File: src/sag_pkg.sv
// Shared types, constants and tables for the spatial audio gain block.
package sag_pkg;

  localparam int unsigned POS_W  = 32;
  localparam int unsigned DIR_W  = 16;
  localparam int unsigned GAIN_W = 16;
  localparam int unsigned CFG_W  = 31;
  localparam int unsigned DIST_W = 32;
  localparam int unsigned Q30_W  = 31;

  localparam logic [CFG_W-1:0]  MIN_DIST_RST = 31'd65536;
  localparam logic [CFG_W-1:0]  MAX_DIST_RST = 31'd6553600;
  localparam logic [GAIN_W-1:0] UNITY        = 16'd32768;
  localparam logic [GAIN_W-1:0] LP_FLOOR     = 16'd3277;
  localparam logic [Q30_W-1:0]  Q30_ONE      = 31'd1073741824;
  localparam logic [Q30_W-1:0]  HALF_PI_Q30  = 31'd1686629713;

  localparam int unsigned SQRT_STEPS_DEF = 2;
  localparam int unsigned DIV_STEPS_DEF  = 2;

  // Horner series divisors split into an odd factor and a power-of-two shift
  localparam int unsigned HORNER_N = 5;
  typedef int unsigned horner_tbl_t [HORNER_N];
  localparam horner_tbl_t COS_ODD   = '{45, 7, 15, 3, 1};
  localparam horner_tbl_t COS_SHIFT = '{1, 3, 1, 2, 1};
  localparam horner_tbl_t SIN_ODD   = '{9, 21, 5, 3, 1};
  localparam horner_tbl_t SIN_SHIFT = '{3, 1, 2, 1, 0};

  typedef enum logic [0:0] {
    REG_DIST_LO = 1'b0,
    REG_DIST_HI = 1'b1
  } cfg_reg_e;

  typedef struct packed {
    logic signed [POS_W-1:0] listener_x;
    logic signed [POS_W-1:0] listener_y;
    logic signed [POS_W-1:0] listener_z;
    logic signed [DIR_W-1:0] right_x;
    logic signed [DIR_W-1:0] right_y;
    logic signed [DIR_W-1:0] right_z;
    logic signed [POS_W-1:0] source_x;
    logic signed [POS_W-1:0] source_y;
    logic signed [POS_W-1:0] source_z;
    logic [GAIN_W-1:0]       occlusion;
  } sag_req_t;

  typedef struct packed {
    logic [GAIN_W-1:0] gain_left;
    logic [GAIN_W-1:0] gain_right;
    logic [GAIN_W-1:0] distance_gain;
    logic [GAIN_W-1:0] lowpass_coef;
  } sag_rsp_t;

endpackage

File: src/sag_div.sv
// Pipelined restoring divider with a narrow quotient and an overflow flag.
module sag_div import sag_pkg::*; #(
  parameter int unsigned NUM_W = 49,
  parameter int unsigned DIV_W = 32,
  parameter int unsigned QUO_W = 17,
  parameter int unsigned STEPS = DIV_STEPS_DEF,
  parameter int unsigned TAG_W = 1
) (
  input  logic             clk,
  input  logic             rst,
  input  logic             en,
  input  logic             vld_i,
  input  logic [NUM_W-1:0] num_i,
  input  logic [DIV_W-1:0] den_i,
  input  logic [TAG_W-1:0] tag_i,
  output logic             vld_o,
  output logic [QUO_W-1:0] quo_o,
  output logic             ovf_o,
  output logic [TAG_W-1:0] tag_o
);

  localparam int unsigned NST = (QUO_W + STEPS - 1) / STEPS;

  logic             vld [NST+1];
  logic [DIV_W-1:0] rem [NST+1];
  logic [QUO_W-1:0] lo  [NST+1];
  logic [QUO_W-1:0] quo [NST+1];
  logic [DIV_W-1:0] den [NST+1];
  logic             ovf [NST+1];
  logic [TAG_W-1:0] tag [NST+1];
  logic [NUM_W-1:0] hi;

  assign hi     = num_i >> QUO_W;
  assign ovf[0] = hi >= NUM_W'(den_i);
  assign rem[0] = ovf[0] ? '0 : DIV_W'(hi);
  assign lo[0]  = num_i[QUO_W-1:0];
  assign quo[0] = '0;
  assign den[0] = den_i;
  assign vld[0] = vld_i;
  assign tag[0] = tag_i;

  for (genvar s = 0; s < NST; s++) begin : g_stage
    logic [DIV_W:0]   part;
    logic [DIV_W-1:0] rem_c;
    logic [QUO_W-1:0] lo_c;
    logic [QUO_W-1:0] quo_c;

    always_comb begin
      rem_c = rem[s];
      lo_c  = lo[s];
      quo_c = quo[s];
      part  = '0;
      for (int i = 0; i < STEPS; i++) begin
        if (s * STEPS + i < QUO_W) begin
          part = {rem_c, lo_c[QUO_W-1]};
          lo_c = lo_c << 1;
          if (part >= {1'b0, den[s]}) begin
            rem_c = DIV_W'(part - {1'b0, den[s]});
            quo_c = (quo_c << 1) | QUO_W'(1);
          end else begin
            rem_c = part[DIV_W-1:0];
            quo_c = quo_c << 1;
          end
        end
      end
    end

    always_ff @(posedge clk) begin
      if (rst) begin
        vld[s+1] <= 1'b0;
      end else if (en) begin
        vld[s+1] <= vld[s];
      end
    end

    always_ff @(posedge clk) begin
      if (en) begin
        rem[s+1] <= rem_c;
        lo[s+1]  <= lo_c;
        quo[s+1] <= quo_c;
        den[s+1] <= den[s];
        ovf[s+1] <= ovf[s];
        tag[s+1] <= tag[s];
      end
    end
  end

  assign vld_o = vld[NST];
  assign quo_o = quo[NST];
  assign ovf_o = ovf[NST];
  assign tag_o = tag[NST];

endmodule

File: config.mk
export PLATFORM = sky130hd
export DESIGN_NAME = sag_div
export DESIGN_NICKNAME = d
export VERILOG_FILES = /design/src/sag_pkg.sv /design/src/sag_div.sv
export SDC_FILE = /design/constraint.sdc
export NUM_CORES = 2
export LEC_CHECK = 0
export BUFFER_PORTS_ARGS = -buffer_cell sky130_fd_sc_hd__clkbuf_2
export CORE_MARGIN = 2
export CORE_UTILIZATION = 45
export DETAILED_ROUTE_END_ITERATION = 10
export GPL_ROUTABILITY_DRIVEN = 0
export SYNTH_ARGS = -nofsm -noshare
export SYNTH_HDL_FRONTEND = slang
export SYNTH_SLANG_ARGS = --single-unit
File: constraint.sdc
create_clock -name clk -period 13.9 [get_ports clk]
set_input_delay 2.78 -clock clk [delete_from_list [all_inputs] [get_ports clk]]
set_output_delay 2.78 -clock clk [all_outputs]
set_load 0.05 [all_outputs]
# After elaboration in Yosys (flattened, before gate mapping)
# Index checks and enable logic that the tools add are counted.
# word_totals
latch_bits	0
mem_count	0
rom_bits	0
regBits	692
mem_bits_rw	0
inputBits	86
elab_cells	128
# classes
n_div	0
n_lt_le_gt_ge	18
reduce_logical	0
n_mul	0
n_eq_ne	0
n_mux	34
shifts	0
bitwise_logic	0
n_addsub	16
# op_table
cell	count
greater-or-equal comparator 33 x 32 -> 1 bit	17
2-to-1 mux 32 bit	17
subtractor 32 bit	16
greater-or-equal comparator 32 bit	1
2-to-1 mux 1 bit	17

# Longest topological paths before layout
# depth
depth_word	6
mapped_depth	35
ltp_nobuf	31

# Worst setup path before layout
# OpenSTA, ideal clock, no wires.
# synth_timing
kind	input port to flip-flop
start	input port den_i[17]
end	register rem[277] in the netlist's numbering, data pin
setup_ns	0.260
path_slack_ns	3.850
path_stages	35
t_arrival_ns	9.790
path_buffers	5
path_cell_list	inv_1 > ha_1 > a21o_1 > a21o_1 > a21o_1 > a211oi_1 > o21ai_0 > a211oi_1 > clkbuf_1 > nand2_1 > inv_1 > ha_1 > nor2b_1 > o31a_1 > nor3_1 > o31ai_1 > a31oi_1 > o31ai_1 > a211oi_1 > buf_2 > clkbuf_1 > nand2_1 > o21ai_0 > inv_1 > ha_1 > clkbuf_1 > nand4_1 > nor3_1 > inv_1 > o31a_1 > o31a_1 > a21o_1 > nand2_1 > buf_2 > mux2_2
# synth_via
elab_chain_cells	6
word_cells_on_any_way	8
cone_classes	2 x add/sub; 3 x order compare; 3 x mux
# synth_lines
element	line	source
from (decl)	sag_div.sv:14	input logic [DIV_W-1:0] den_i,
greater-or-equal comparator 32 bit	sag_div.sv:34	assign ovf[0] = hi >= NUM_W'(den_i);
2-to-1 mux 32 bit	sag_div.sv:35	assign rem[0] = ovf[0] ? '0 : DIV_W'(hi);
subtractor 32 bit or greater-or-equal comparator 33 x 32 -> 1 bit (tied branches)	sag_div.sv:58, sag_div.sv:57	
2-to-1 mux 32 bit	sag_div.sv:57	if (part >= {1'b0, den[s]}) begin
subtractor 32 bit or greater-or-equal comparator 33 x 32 -> 1 bit (tied branches)	sag_div.sv:58, sag_div.sv:57	
2-to-1 mux 32 bit *	sag_div.sv:57	
named net g_stage[0].rem_c[21]	sag_div.sv:44	logic [DIV_W-1:0] rem_c;
to (signal, indexed assignment)	sag_div.sv:78	rem[s+1] <= rem_c;
to (decl)	sag_div.sv:25	logic [DIV_W-1:0] rem [NST+1];
# The timed path passes the listed nets; every way through them passes the cells marked *.
# A chain may end at the register's enable or synchronous reset.

# Worst setup path in the final report
# layout_timing
start	input port den_i[2]
end	register rem[261] in the netlist's numbering, data pin
# The elaborated chain is that of the path after synthesis.

==> out/qor.csv <==
metric,value,unit
max_stage_delay,0.71,ns
chipWidth,351.4,um
insertion_delay,0.70,ns
layout_common_cells,"683 x edfxtp_1, 576 x ha_1, 445 x a21oi_1, 440 x inv_1, 370 x nand2_1",
rsz0062_at_grt,false,
ios,106,
viasPerCell,5.733,
synthAdderAreaFrac,13.86,%
row_count,127,
cts.sinks,692,
track_usage,23.52,%
htreeDepth,3,
post-dp-hpwl,117.9,mm
ant_nets,0,
drive_above_1_share,11.03,%
fin_crit_sh,78.12,%
drt_iter0_drc,2360,
cts-root-buf,clkbuf_16,
grt_max_degree,159,
clkTransAtPathRegs,0.06,ns
synth_edf_count,683,
synth_cell_type_count,101,
start_util,45.32,%
synthFlopType,edfxtp_1,
finalClockSkew,0.04727,ns
fin_nets,6250,
cts_max_path_buffers,3,
worst_setup_path_end_kind,register,
setup_viol,0,
crit_type,in -> reg,
synth_top_family_by_area,compound AO/OA/AOI/OAI gates,
n_antenna_cell,0,
drv_cap,0,
cp_max_fo,57,
yosys.area_share.xor_xnor,6.452,%
vias,41560,
tightest_slew,1.074,ns
synthCells,5466,
wirelength,146.4,mm
fin_crit,10.86,ns
ys_seq_area_share,38.10,%
ctsResizeCount,0,
grt_pass1_wl,226.9,mm
grt_pass1_vias,41650,
dieArea,123500,um^2
final_common_cell,edfxtp_1,
drt_first_pass_iters,5,
syn_area,54300,um^2
run_status,"finished, final reports clean",
ys_ff_latch,692,
cts_made_buffers,86,
fmax,92.09,MHz
syn_area_per_cell,9.934,um^2
port_buffers,105,
hold_buffers,0,
tns,0,ns
slew_violations,0,
hp-class,reg -> reg,
cp.arrival,11.29,ns
synthMuxAreaShare,6.989,%
cts_tree,yes,
synth_simple_gate_area_share,11.78,%
die_h,351.4,um
slew_headroom,27.24,%
drcViolationCount,0,
hold_violations,0,
synth-compound-area-share,18.80,%
yosys_warnings,0,
wl_per_cell,20.19,um
async_reset_ff_share,0,%
grt.overflow.total,0,
core,119800,um^2
fin_hold_ws,0.3841,ns
syn_nets,6144,
cpMostUsedCell,a31oi_1,
startpoint_type,input pin,
synthToLayoutAreaGrowth,9.552,%
worst_ep_required_time,14.33,ns
postCtsSetupBuffers,0,
grt_antenna_before_repair,1,
slowest_stage,o31ai_1,
[worst paths after layout]
path	from	to	slack, ns	depth (start not counted)
setup / recovery	den_i[2]	rem[261]$_DFFE_PP_	3.04	34
hold / removal	quo[22]$_DFFE_PP_	quo_o[6]$_DFFE_PP_	0.38	0
setup reg to reg	den[161]$_DFFE_PP_	rem[137]$_DFFE_PP_	5.33	22
hold reg to reg	quo[22]$_DFFE_PP_	quo_o[6]$_DFFE_PP_	0.38	0
[cell usage after synthesis, drive strengths merged, types with 14 or more instances]
master / count / area, um^2
a31oi: 47 / 324.1
o21a: 85 / 638.1
nor4: 27 / 168.9
nand4: 77 / 481.7
a21o: 236 / 1772
a211oi: 45 / 337.8
fa: 16 / 320.3
o21bai: 59 / 446.7
and3: 43 / 269.0
or2: 21 / 131.4
o311ai: 17 / 166.4
edfxtp: 683 / 20510
nand3: 104 / 520.5
o31a: 16 / 140.1
nor2b: 67 / 419.2
nor2: 305 / 1155
nor3: 95 / 475.5
mux2i: 45 / 450.4
xnor2: 258 / 2260
ha: 576 / 7207
o211ai: 28 / 224.0
mux2: 294 / 3344
and2: 59 / 371.6
o31ai: 44 / 362.9
a21oi: 447 / 2245
a2111oi: 22 / 211.5
a211o: 19 / 166.4
nand2b: 55 / 344.1
a21boi: 17 / 127.6
or3: 25 / 156.4
inv: 444 / 1669
a221oi: 14 / 128.9
nand2: 370 / 1389
xor2: 142 / 1244
o21ai: 359 / 1797
clkbuf: 73 / 274.0
buf: 44 / 235.2
and4: 19 / 166.4
[layer usage]
layer | vias to the layer above | global-route usage (%) | wire length, um
li1 | 20610 | - | -
met3 | 385 | 2.432 | 4798
met2 | 977 | 44.26 | 75480
met5 | - | 0 | 0
met1 | 19590 | 24.54 | 55410
met4 | 0 | 15.81 | 10690
[worst max-delay path: cells and delay by family]
kind                     cells  cell delay [ns]
AO/OA/AOI/OAI               20             5.20
adder cells (fa/ha/maj)      3             1.04
AND/OR/NAND/NOR              5             0.64
multiplexers                 1             0.39
buffers and inverters        5             1.19
[flip-flops by register name, summed over array words and instances, names as in the netlist, 17 cells and up]
name          cells
rem             224
quo              72
g_stage.part     40
g_stage.lo_c     49
quo_o            17
den             256
[cell families (layout without fill, tap and decap cells)]
family / count (synthesis) / in the layout
multiplexers: 339 / 339
adder cells (fa/ha/maj): 592 / 592
XOR/XNOR: 400 / 400
AO/OA/AOI/OAI: 1572 / 1572
flip-flops: 692 / 692
buffers and inverters: 561 / 733
AND/OR/NAND/NOR: 1310 / 1310
[cell type report]
class | count | area, um^2
inverters | 444 | 1669
multi-input cells | 4213 | 31480
flip-flops and latches | 692 | 20690
well taps | 1612 | 2017
clock buffers | 106 | 2247
repair buffers | 135 | 785.8
clock inverters | 48 | 591.8
fillers | 11080 | 60330
[through the flow]
step | instance area [um^2] | setup slack [ns] | util (%) | std cells
6_report | 59480 | 3.042 | 49.65 | 7250
5_1_grt | 59480 | 2.378 | 49.65 | 7250
4_1_cts | 59480 | 3.127 | 49.65 | 7250
3_5_place_dp | 56640 | 2.388 | 47.28 | 7096
3_3_place_gp | 56640 | 2.516 | 47.28 | 7096
2_1_floorplan | 54300 | 3.850 | - | 5466
Power is left out: the tool's default activity adds up to more than one toggle a clock period on the data nets, which glitch-free logic cannot reach.
