### src/sag_pkg.sv
// Shared types, constants and tables for the spatial audio gain block.
package sag_pkg;

  localparam int unsigned POS_W  = 32;
  localparam int unsigned DIR_W  = 16;
  localparam int unsigned GAIN_W = 16;
  localparam int unsigned CFG_W  = 31;
  localparam int unsigned DIST_W = 32;
  localparam int unsigned Q30_W  = 31;

  localparam logic [CFG_W-1:0]  MIN_DIST_RST = 31'd65536;
  localparam logic [CFG_W-1:0]  MAX_DIST_RST = 31'd6553600;
  localparam logic [GAIN_W-1:0] UNITY        = 16'd32768;
  localparam logic [GAIN_W-1:0] LP_FLOOR     = 16'd3277;
  localparam logic [Q30_W-1:0]  Q30_ONE      = 31'd1073741824;
  localparam logic [Q30_W-1:0]  HALF_PI_Q30  = 31'd1686629713;

  localparam int unsigned SQRT_STEPS_DEF = 2;
  localparam int unsigned DIV_STEPS_DEF  = 2;

  // Horner series divisors split into an odd factor and a power-of-two shift
  localparam int unsigned HORNER_N = 5;
  typedef int unsigned horner_tbl_t [HORNER_N];
  localparam horner_tbl_t COS_ODD   = '{45, 7, 15, 3, 1};
  localparam horner_tbl_t COS_SHIFT = '{1, 3, 1, 2, 1};
  localparam horner_tbl_t SIN_ODD   = '{9, 21, 5, 3, 1};
  localparam horner_tbl_t SIN_SHIFT = '{3, 1, 2, 1, 0};

  typedef enum logic [0:0] {
    REG_DIST_LO = 1'b0,
    REG_DIST_HI = 1'b1
  } cfg_reg_e;

  typedef struct packed {
    logic signed [POS_W-1:0] listener_x;
    logic signed [POS_W-1:0] listener_y;
    logic signed [POS_W-1:0] listener_z;
    logic signed [DIR_W-1:0] right_x;
    logic signed [DIR_W-1:0] right_y;
    logic signed [DIR_W-1:0] right_z;
    logic signed [POS_W-1:0] source_x;
    logic signed [POS_W-1:0] source_y;
    logic signed [POS_W-1:0] source_z;
    logic [GAIN_W-1:0]       occlusion;
  } sag_req_t;

  typedef struct packed {
    logic [GAIN_W-1:0] gain_left;
    logic [GAIN_W-1:0] gain_right;
    logic [GAIN_W-1:0] distance_gain;
    logic [GAIN_W-1:0] lowpass_coef;
  } sag_rsp_t;

endpackage

### src/sag_sqrt.sv
// Pipelined integer square root, a fixed number of root bits per stage.
module sag_sqrt import sag_pkg::*; #(
  parameter int unsigned RAD_W = 64,
  parameter int unsigned STEPS = SQRT_STEPS_DEF,
  parameter int unsigned TAG_W = 1
) (
  input  logic                 clk,
  input  logic                 rst,
  input  logic                 en,
  input  logic                 vld_i,
  input  logic [RAD_W-1:0]     rad_i,
  input  logic [TAG_W-1:0]     tag_i,
  output logic                 vld_o,
  output logic [RAD_W/2-1:0]   root_o,
  output logic [TAG_W-1:0]     tag_o
);

  localparam int unsigned ROOT_W = RAD_W / 2;
  localparam int unsigned REM_W  = ROOT_W + 3;
  localparam int unsigned NST    = (ROOT_W + STEPS - 1) / STEPS;

  logic              vld  [NST+1];
  logic [REM_W-1:0]  rem  [NST+1];
  logic [RAD_W-1:0]  rad  [NST+1];
  logic [ROOT_W-1:0] root [NST+1];
  logic [TAG_W-1:0]  tag  [NST+1];

  assign vld[0]  = vld_i;
  assign rem[0]  = '0;
  assign rad[0]  = rad_i;
  assign root[0] = '0;
  assign tag[0]  = tag_i;

  for (genvar s = 0; s < NST; s++) begin : g_stage
    logic [REM_W-1:0]  rem_c;
    logic [REM_W-1:0]  trial;
    logic [RAD_W-1:0]  rad_c;
    logic [ROOT_W-1:0] root_c;

    always_comb begin
      rem_c  = rem[s];
      rad_c  = rad[s];
      root_c = root[s];
      trial  = '0;
      for (int i = 0; i < STEPS; i++) begin
        if (s * STEPS + i < ROOT_W) begin
          rem_c = {rem_c[REM_W-3:0], rad_c[RAD_W-1 -: 2]};
          rad_c = rad_c << 2;
          trial = REM_W'({root_c, 2'b01});
          if (rem_c >= trial) begin
            rem_c  = rem_c - trial;
            root_c = {root_c[ROOT_W-2:0], 1'b1};
          end else begin
            root_c = {root_c[ROOT_W-2:0], 1'b0};
          end
        end
      end
    end

    always_ff @(posedge clk) begin
      if (rst) begin
        vld[s+1] <= 1'b0;
      end else if (en) begin
        vld[s+1] <= vld[s];
      end
    end

    always_ff @(posedge clk) begin
      if (en) begin
        rem[s+1]  <= rem_c;
        rad[s+1]  <= rad_c;
        root[s+1] <= root_c;
        tag[s+1]  <= tag[s];
      end
    end
  end

  assign vld_o  = vld[NST];
  assign root_o = root[NST];
  assign tag_o  = tag[NST];

endmodule

### config.mk
export PLATFORM = sky130hd
export DESIGN_NAME = sag_sqrt
export DESIGN_NICKNAME = d
export VERILOG_FILES = /design/src/sag_pkg.sv /design/src/sag_sqrt.sv
export SDC_FILE = /design/constraint.sdc
export NUM_CORES = 2
export LEC_CHECK = 0
export BUFFER_PORTS_ARGS = -buffer_cell sky130_fd_sc_hd__buf_2
export CORE_ASPECT_RATIO = 1.1
export CORE_MARGIN = 1
export CORE_UTILIZATION = 25
export DETAILED_ROUTE_END_ITERATION = 10
export PLACE_DENSITY = 0.42
export SLEW_MARGIN = 15
export SYNTH_ARGS = -nofsm -noshare
export SYNTH_HDL_FRONTEND = slang
export SYNTH_SLANG_ARGS = --single-unit
### constraint.sdc
create_clock -name clk -period 14.8 [get_ports clk]
set_input_delay 1.48 -clock clk [delete_from_list [all_inputs] [get_ports clk]]
set_output_delay 1.48 -clock clk [all_outputs]
set_load 0.05 [all_outputs]
# Word-level counts from Yosys, hierarchy flattened
# Index checks and enable logic that the tools add are counted.
# totals
register_bits	1279
input_bits	69
out_inout_bits	34
wordCells	204
# op_classes
addsub	31
n_lt_le_gt_ge	32
mux	63
# ops
operator	n
2-to-1 mux 33 bit	31
>= comparator 35 x 10 -> 1 bit	1
>= comparator 35 x 11 -> 1 bit	1
>= comparator 35 x 12 -> 1 bit	1
>= comparator 35 x 13 -> 1 bit	1
>= comparator 35 x 14 -> 1 bit	1
>= comparator 35 x 15 -> 1 bit	1
>= comparator 35 x 16 -> 1 bit	1
>= comparator 35 x 17 -> 1 bit	1
>= comparator 35 x 18 -> 1 bit	1
>= comparator 35 x 19 -> 1 bit	1
>= comparator 35 x 20 -> 1 bit	1
>= comparator 35 x 21 -> 1 bit	1
>= comparator 35 x 22 -> 1 bit	1
>= comparator 35 x 23 -> 1 bit	1
>= comparator 35 x 24 -> 1 bit	1
>= comparator 35 x 25 -> 1 bit	1
>= comparator 35 x 26 -> 1 bit	1
>= comparator 35 x 27 -> 1 bit	1
>= comparator 35 x 28 -> 1 bit	1
>= comparator 35 x 29 -> 1 bit	1
>= comparator 35 x 3 -> 1 bit	1
>= comparator 35 x 30 -> 1 bit	1
>= comparator 35 x 31 -> 1 bit	1
other kinds (41)	72

# Depth between registers and ports, before layout
# depth
ltp_word	4
mapped_depth	30

# Worst setup path before layout
# OpenSTA, ideal clock, no wires.
# synth_path
kind	register to register
from	register rem[85] in the netlist's numbering
to	register rem[62] in the netlist's numbering (data pin)
t_arrival_ns	6.048
t_required_ns	14.530
slack_ns	8.482
stages_incl_launch_ff	28
n_path_buf	5
cell_sequence	edfxtp_1 ha_1 and2_1 a221o_1 a21o_1 a221oi_1 a21oi_1 or2_1 inv_1 clkbuf_1 clkbuf_1 nand2_1 o21ai_0 ha_1 clkbuf_1 a21o_1 a21o_1 a21o_1 a21o_1 a21oi_1 nand3_1 a21oi_1 o31ai_1 a221o_1 nor4_1 clkbuf_1 buf_1 o21ai_0
# synth_between
elab_chain_cells	4
word_cells_on_any_way	7
classes_between	add/sub: 2; order compare: 2; mux: 3
# synth_lines
element	line_no	source
start, declared	sag_sqrt.sv:23	logic [REM_W-1:0] rem [NST+1];
start signal, assigned by index	sag_sqrt.sv:70	rem[s+1] <= rem_c;
subtractor 33 x 30 -> 33 bit / >= comparator 35 x 30 -> 1 bit (equally long branches)	sag_sqrt.sv:51, sag_sqrt.sv:50	
2-to-1 mux 33 bit / 2-to-1 mux 1 bit (equally long branches)	sag_sqrt.sv:50	if (rem_c >= trial) begin
subtractor 33 x 31 -> 33 bit / >= comparator 35 x 31 -> 1 bit (equally long branches)	sag_sqrt.sv:51, sag_sqrt.sv:50	
2-to-1 mux 33 bit (*)	sag_sqrt.sv:50	
named net g_stage[14].rem_c[27]	sag_sqrt.sv:35	logic [REM_W-1:0] rem_c;
# Mark *: on every way through the listed nets, which the timed path passes. The rest lies on a longest branch.
# A chain may end at the register's enable or synchronous reset.

# Worst setup path in the final report
# layout_path
from	register root[79] in the netlist's numbering
to	register rem[61] in the netlist's numbering (data pin)
# layout_between
elab_chain_cells	4
word_cells_on_any_way	7
classes_between	add/sub: 2; order compare: 2; mux: 3
# layout_lines
element	line_no	source
start, declared	sag_sqrt.sv:25	logic [ROOT_W-1:0] root [NST+1];
start signal, assigned by index	sag_sqrt.sv:72	root[s+1] <= root_c;
subtractor 33 x 30 -> 33 bit / >= comparator 35 x 30 -> 1 bit (equally long branches)	sag_sqrt.sv:51, sag_sqrt.sv:50	
2-to-1 mux 33 bit / 2-to-1 mux 1 bit (equally long branches)	sag_sqrt.sv:50	
subtractor 33 x 31 -> 33 bit / >= comparator 35 x 31 -> 1 bit (equally long branches)	sag_sqrt.sv:51, sag_sqrt.sv:50	
2-to-1 mux 33 bit (*)	sag_sqrt.sv:50	
named net g_stage[14].rem_c[26]	sag_sqrt.sv:35	
# Marks and branches as above.

==> run metrics <==
ys flop type=edfxtp_1; worst reg2reg path startpoint=root[79]$_DFFE_PP_; Initial Utilization=25.1%; share of layout cells above drive strength 1=7.27%; dpl ws=6.82 ns; number of global-route vias before repair=59700; Reg clk slew, reported paths=0.06 ns; die area=327000 um^2; Post-DP Area=86800 um^2; # H-tree levels=4; max-capacitance violation count=0; Hold Fails Final Rpt=0; Layout Cell Area excl Fill=92000 um^2; Flop pwr share=32.3%; placed insts=12300; core area=323000 um^2; buffers added on ports=102; Post-CTS Hold Buffers=0; Die Y=600 um; EDFF count, synth=1241; largest net degree at the start of global routing=156; final instance count without filler cells=12600; Logic pwr share=43.8%; Worst Skew=0.0708 ns; most instantiated cells after synthesis=1241 x edfxtp_1, 690 x nand2_1, 593 x a21oi_1, 590 x nor2_1, 557 x ha_1; Longest Clk Path Bufs=4; critical path class=flip-flop to flip-flop; outcome=complete, but fails checks; CTS tree=yes; Post-synth ARST share=0%; DR vias=61100; Leak=35.1 nW; Pre-antenna DRT Iters=9; Layout area overhead=13.2%; flop2flop setup slack=6.78 ns; fmax=125 MHz; RSZ-0062 raised after global routing=false; fin crit period=8.02 ns; worst skew pair latency=0.84 ns; Reg-to-Reg End=rem[61]$_DFFE_PP_; most common cell in the synthesized netlist=edfxtp_1; Mapped Cells=8012; die width=546 um; Clock power frac=24.0%; DRC=8; I/O pin cnt=103; Remaining Overflow, GRT=0; post-synth top area share=45.9%; failing checks=design-rule violations; final worst slack=6.78 ns; initial antenna violation count=7; worst hold path endpoint=g_stage[12].rad_c[63]$_DFFE_PP_; average wire per standard cell=19.0 um; Tcrit/Tclk final=54.2%; Mapped Avg Cell Area=10.1 um^2; register area share after synthesis=46.3%; clk sinks=1257; GRT Util Overall=14.1%; post-CTS resize count=0; Psw=0.00636 W; Ys Warns=0; Fin Setup TNS=0 ns; synthesized area=81300 um^2; Worst Path Arrival=8.60 ns; Synth cell types=114; Yosys top cell by area=edfxtp_1; Rel. slew slack=20.7%; worst hold path startpoint=g_stage[11].rad_c[59]$_DFFE_PP_; first-pass GRT wire length=361 mm; CP Launch Type=flip-flop; gpl congestion=0.891; routed wire length=238 mm; Crit. End Element=flip-flop; number of cells on the worst hold path=0; Root Buffer=clkbuf_16; worst endpoint required time=15.38 ns; Site Rows=219; final setup fails=0; internal power=0.00994 W; drt initial violations=4391; # fillers=33900; flops & latches, synth=1257; post-route ant nets=0; pwr/cell area=177 nW/um^2; Reg2Reg Depth=26; Post-DP HPWL=186 mm; HP Class=flip-flop to flip-flop; total CTS buffers=161; overall power=0.0163 W; Setup Buffers After CTS=0; Slew @ Worst Pin=1.18 ns; Nets=8745; max-slew violation count=0; top cells by area, synth=edfxtp_1 46%, ha_1 8.6%, xnor2_1 4.8%, a21oi_1 3.7%, nand2_1 3.2%; peak supply drop=0.0869 mV; switching share of total power=39.0%; crit-path max FO=52; via density per instance=4.87
-- metrics by stage --
stage	utilization, %	hold WS [ns]
5_1_grt	28.5	0.372
4_1_cts	28.5	0.361
2_1_floorplan	-	0.400
3_3_place_gp	26.8	0.401
3_5_place_dp	26.8	0.405
6_report	28.5	0.359
-- how the worst max path moves through the flow --
stage / endpoint / slack (ns) / start / cells past startpoint
6_report: rem[61]$_DFFE_PP_ / 6.78 / root[79]$_DFFE_PP_ / 26
5_1_grt: rem[61]$_DFFE_PP_ / 6.17 / root[79]$_DFFE_PP_ / 26
4_1_cts: rem[61]$_DFFE_PP_ / 6.76 / root[79]$_DFFE_PP_ / 26
3_5_place_dp: rem[61]$_DFFE_PP_ / 6.82 / rem[85]$_DFFE_PP_ / 25
3_3_place_gp: rem[61]$_DFFE_PP_ / 6.90 / root[79]$_DFFE_PP_ / 26
2_1_floorplan: rem[62]$_DFFE_PP_ / 8.48 / rem[85]$_DFFE_PP_ / 27
-- state kept, by name (all words and copies together), names as in the netlist --
| signal | count |
|---|---|
| root | 240 |
| vld_o | 1 |
| tag | 15 |
| vld | 15 |
| tag_o | 1 |
| rad | 60 |
| rem | 473 |
| root_o | 32 |
| g_stage.rad_c | 420 |
-- power by group through the flow --
stage / Combinational [W] / Sequential, W / Clock, W
4_1_cts: 0.00712 / 0.00528 / 0.00408
6_report: 0.00713 / 0.00526 / 0.00390
3_3_place_gp: 0.00706 / 0.00535 / 0
3_5_place_dp: 0.00707 / 0.00534 / 0
2_1_floorplan: 0.00534 / 0.00506 / 0
5_1_grt: 0.00793 / 0.00533 / 0.00420
-- logic make-up after synthesis --
kind of cell / count (synthesis) / synth area share, %
adder cells (fa/ha/maj): 557 / 8.58
buffers and inverters: 712 / 3.39
other: 1 / 0.00461
XOR/XNOR: 734 / 7.91
AO/OA/AOI/OAI: 2082 / 16.4
flip-flops: 1257 / 46.3
multiplexers: 120 / 1.62
AND/OR/NAND/NOR: 2549 / 15.8
-- area by class of cell --
cell class                 count  area [um^2]  area share, %
sequential                  1257        37600           40.8
inverter                     497         1870           2.04
antenna                        3         7.51        0.00816
multi-input combinational   6045        41000           44.5
tap                         4309         5390           5.86
clock inverter                86          966           1.05
timing repair buffer         157          976           1.06
clock buffer                 201         4230           4.60
-- placed cells by master (no fill, tap or decap), drive strengths merged, types with 46 or more instances in the layout --
cell    Yosys  layout
edfxtp   1241    1241
nand2     691     691
a21oi     593     593
nor2      592     592
ha        557     557
inv       492     498
o21ai     475     475
xnor2     444     444
xor2      290     290
a21o      285     285
nand3     212     212
clkbuf    169     201
nor3      197     197
buf        46     157
nand4     129     129
nor4      111     111
mux2       88      88
and3       87      87
nand2b     83      83
o21a       82      82
or3        81      81
a31oi      78      78
o31ai      76      76
nor2b      70      70
and2       66      66
o21bai     66      66
a211oi     66      66
clkinv      5      60
or2        52      52
o211ai     46      46
-- per-layer routing --
metal | vias up | share of wire, % | global-route usage, %
li1 | 30000 | - | -
met1 | 29500 | 46 | 18.5
met2 | 1227 | 48 | 24.0
met3 | 316 | 3.8 | 1.63
met4 | 0 | 2.8 | 4.23
met5 | - | 0 | 0
-- critical path, stage by stage (launching register included) --
cell and delay, ns:
edfxtp_1 0.39, inv_1 0.10, ha_1 0.29, and2_1 0.23, a221o_1 0.35, a21o_1 0.20, a221oi_1 0.56, a21oi_1 0.32
or2_1 0.49, inv_1 0.14, buf_4 0.42, o21ai_0 0.24, ha_1 0.40, a21o_1 0.18, a21o_1 0.17, a21o_1 0.18
a21o_1 0.18, a221oi_1 0.30, o31ai_1 0.12, buf_4 0.18, a21oi_1 0.32, o31ai_1 0.16, a221o_1 0.41, nor4_2 0.44
buf_4 0.50, inv_1 0.15, mux2_2 0.30
Note: power is estimated with default switching activity, not from simulation.
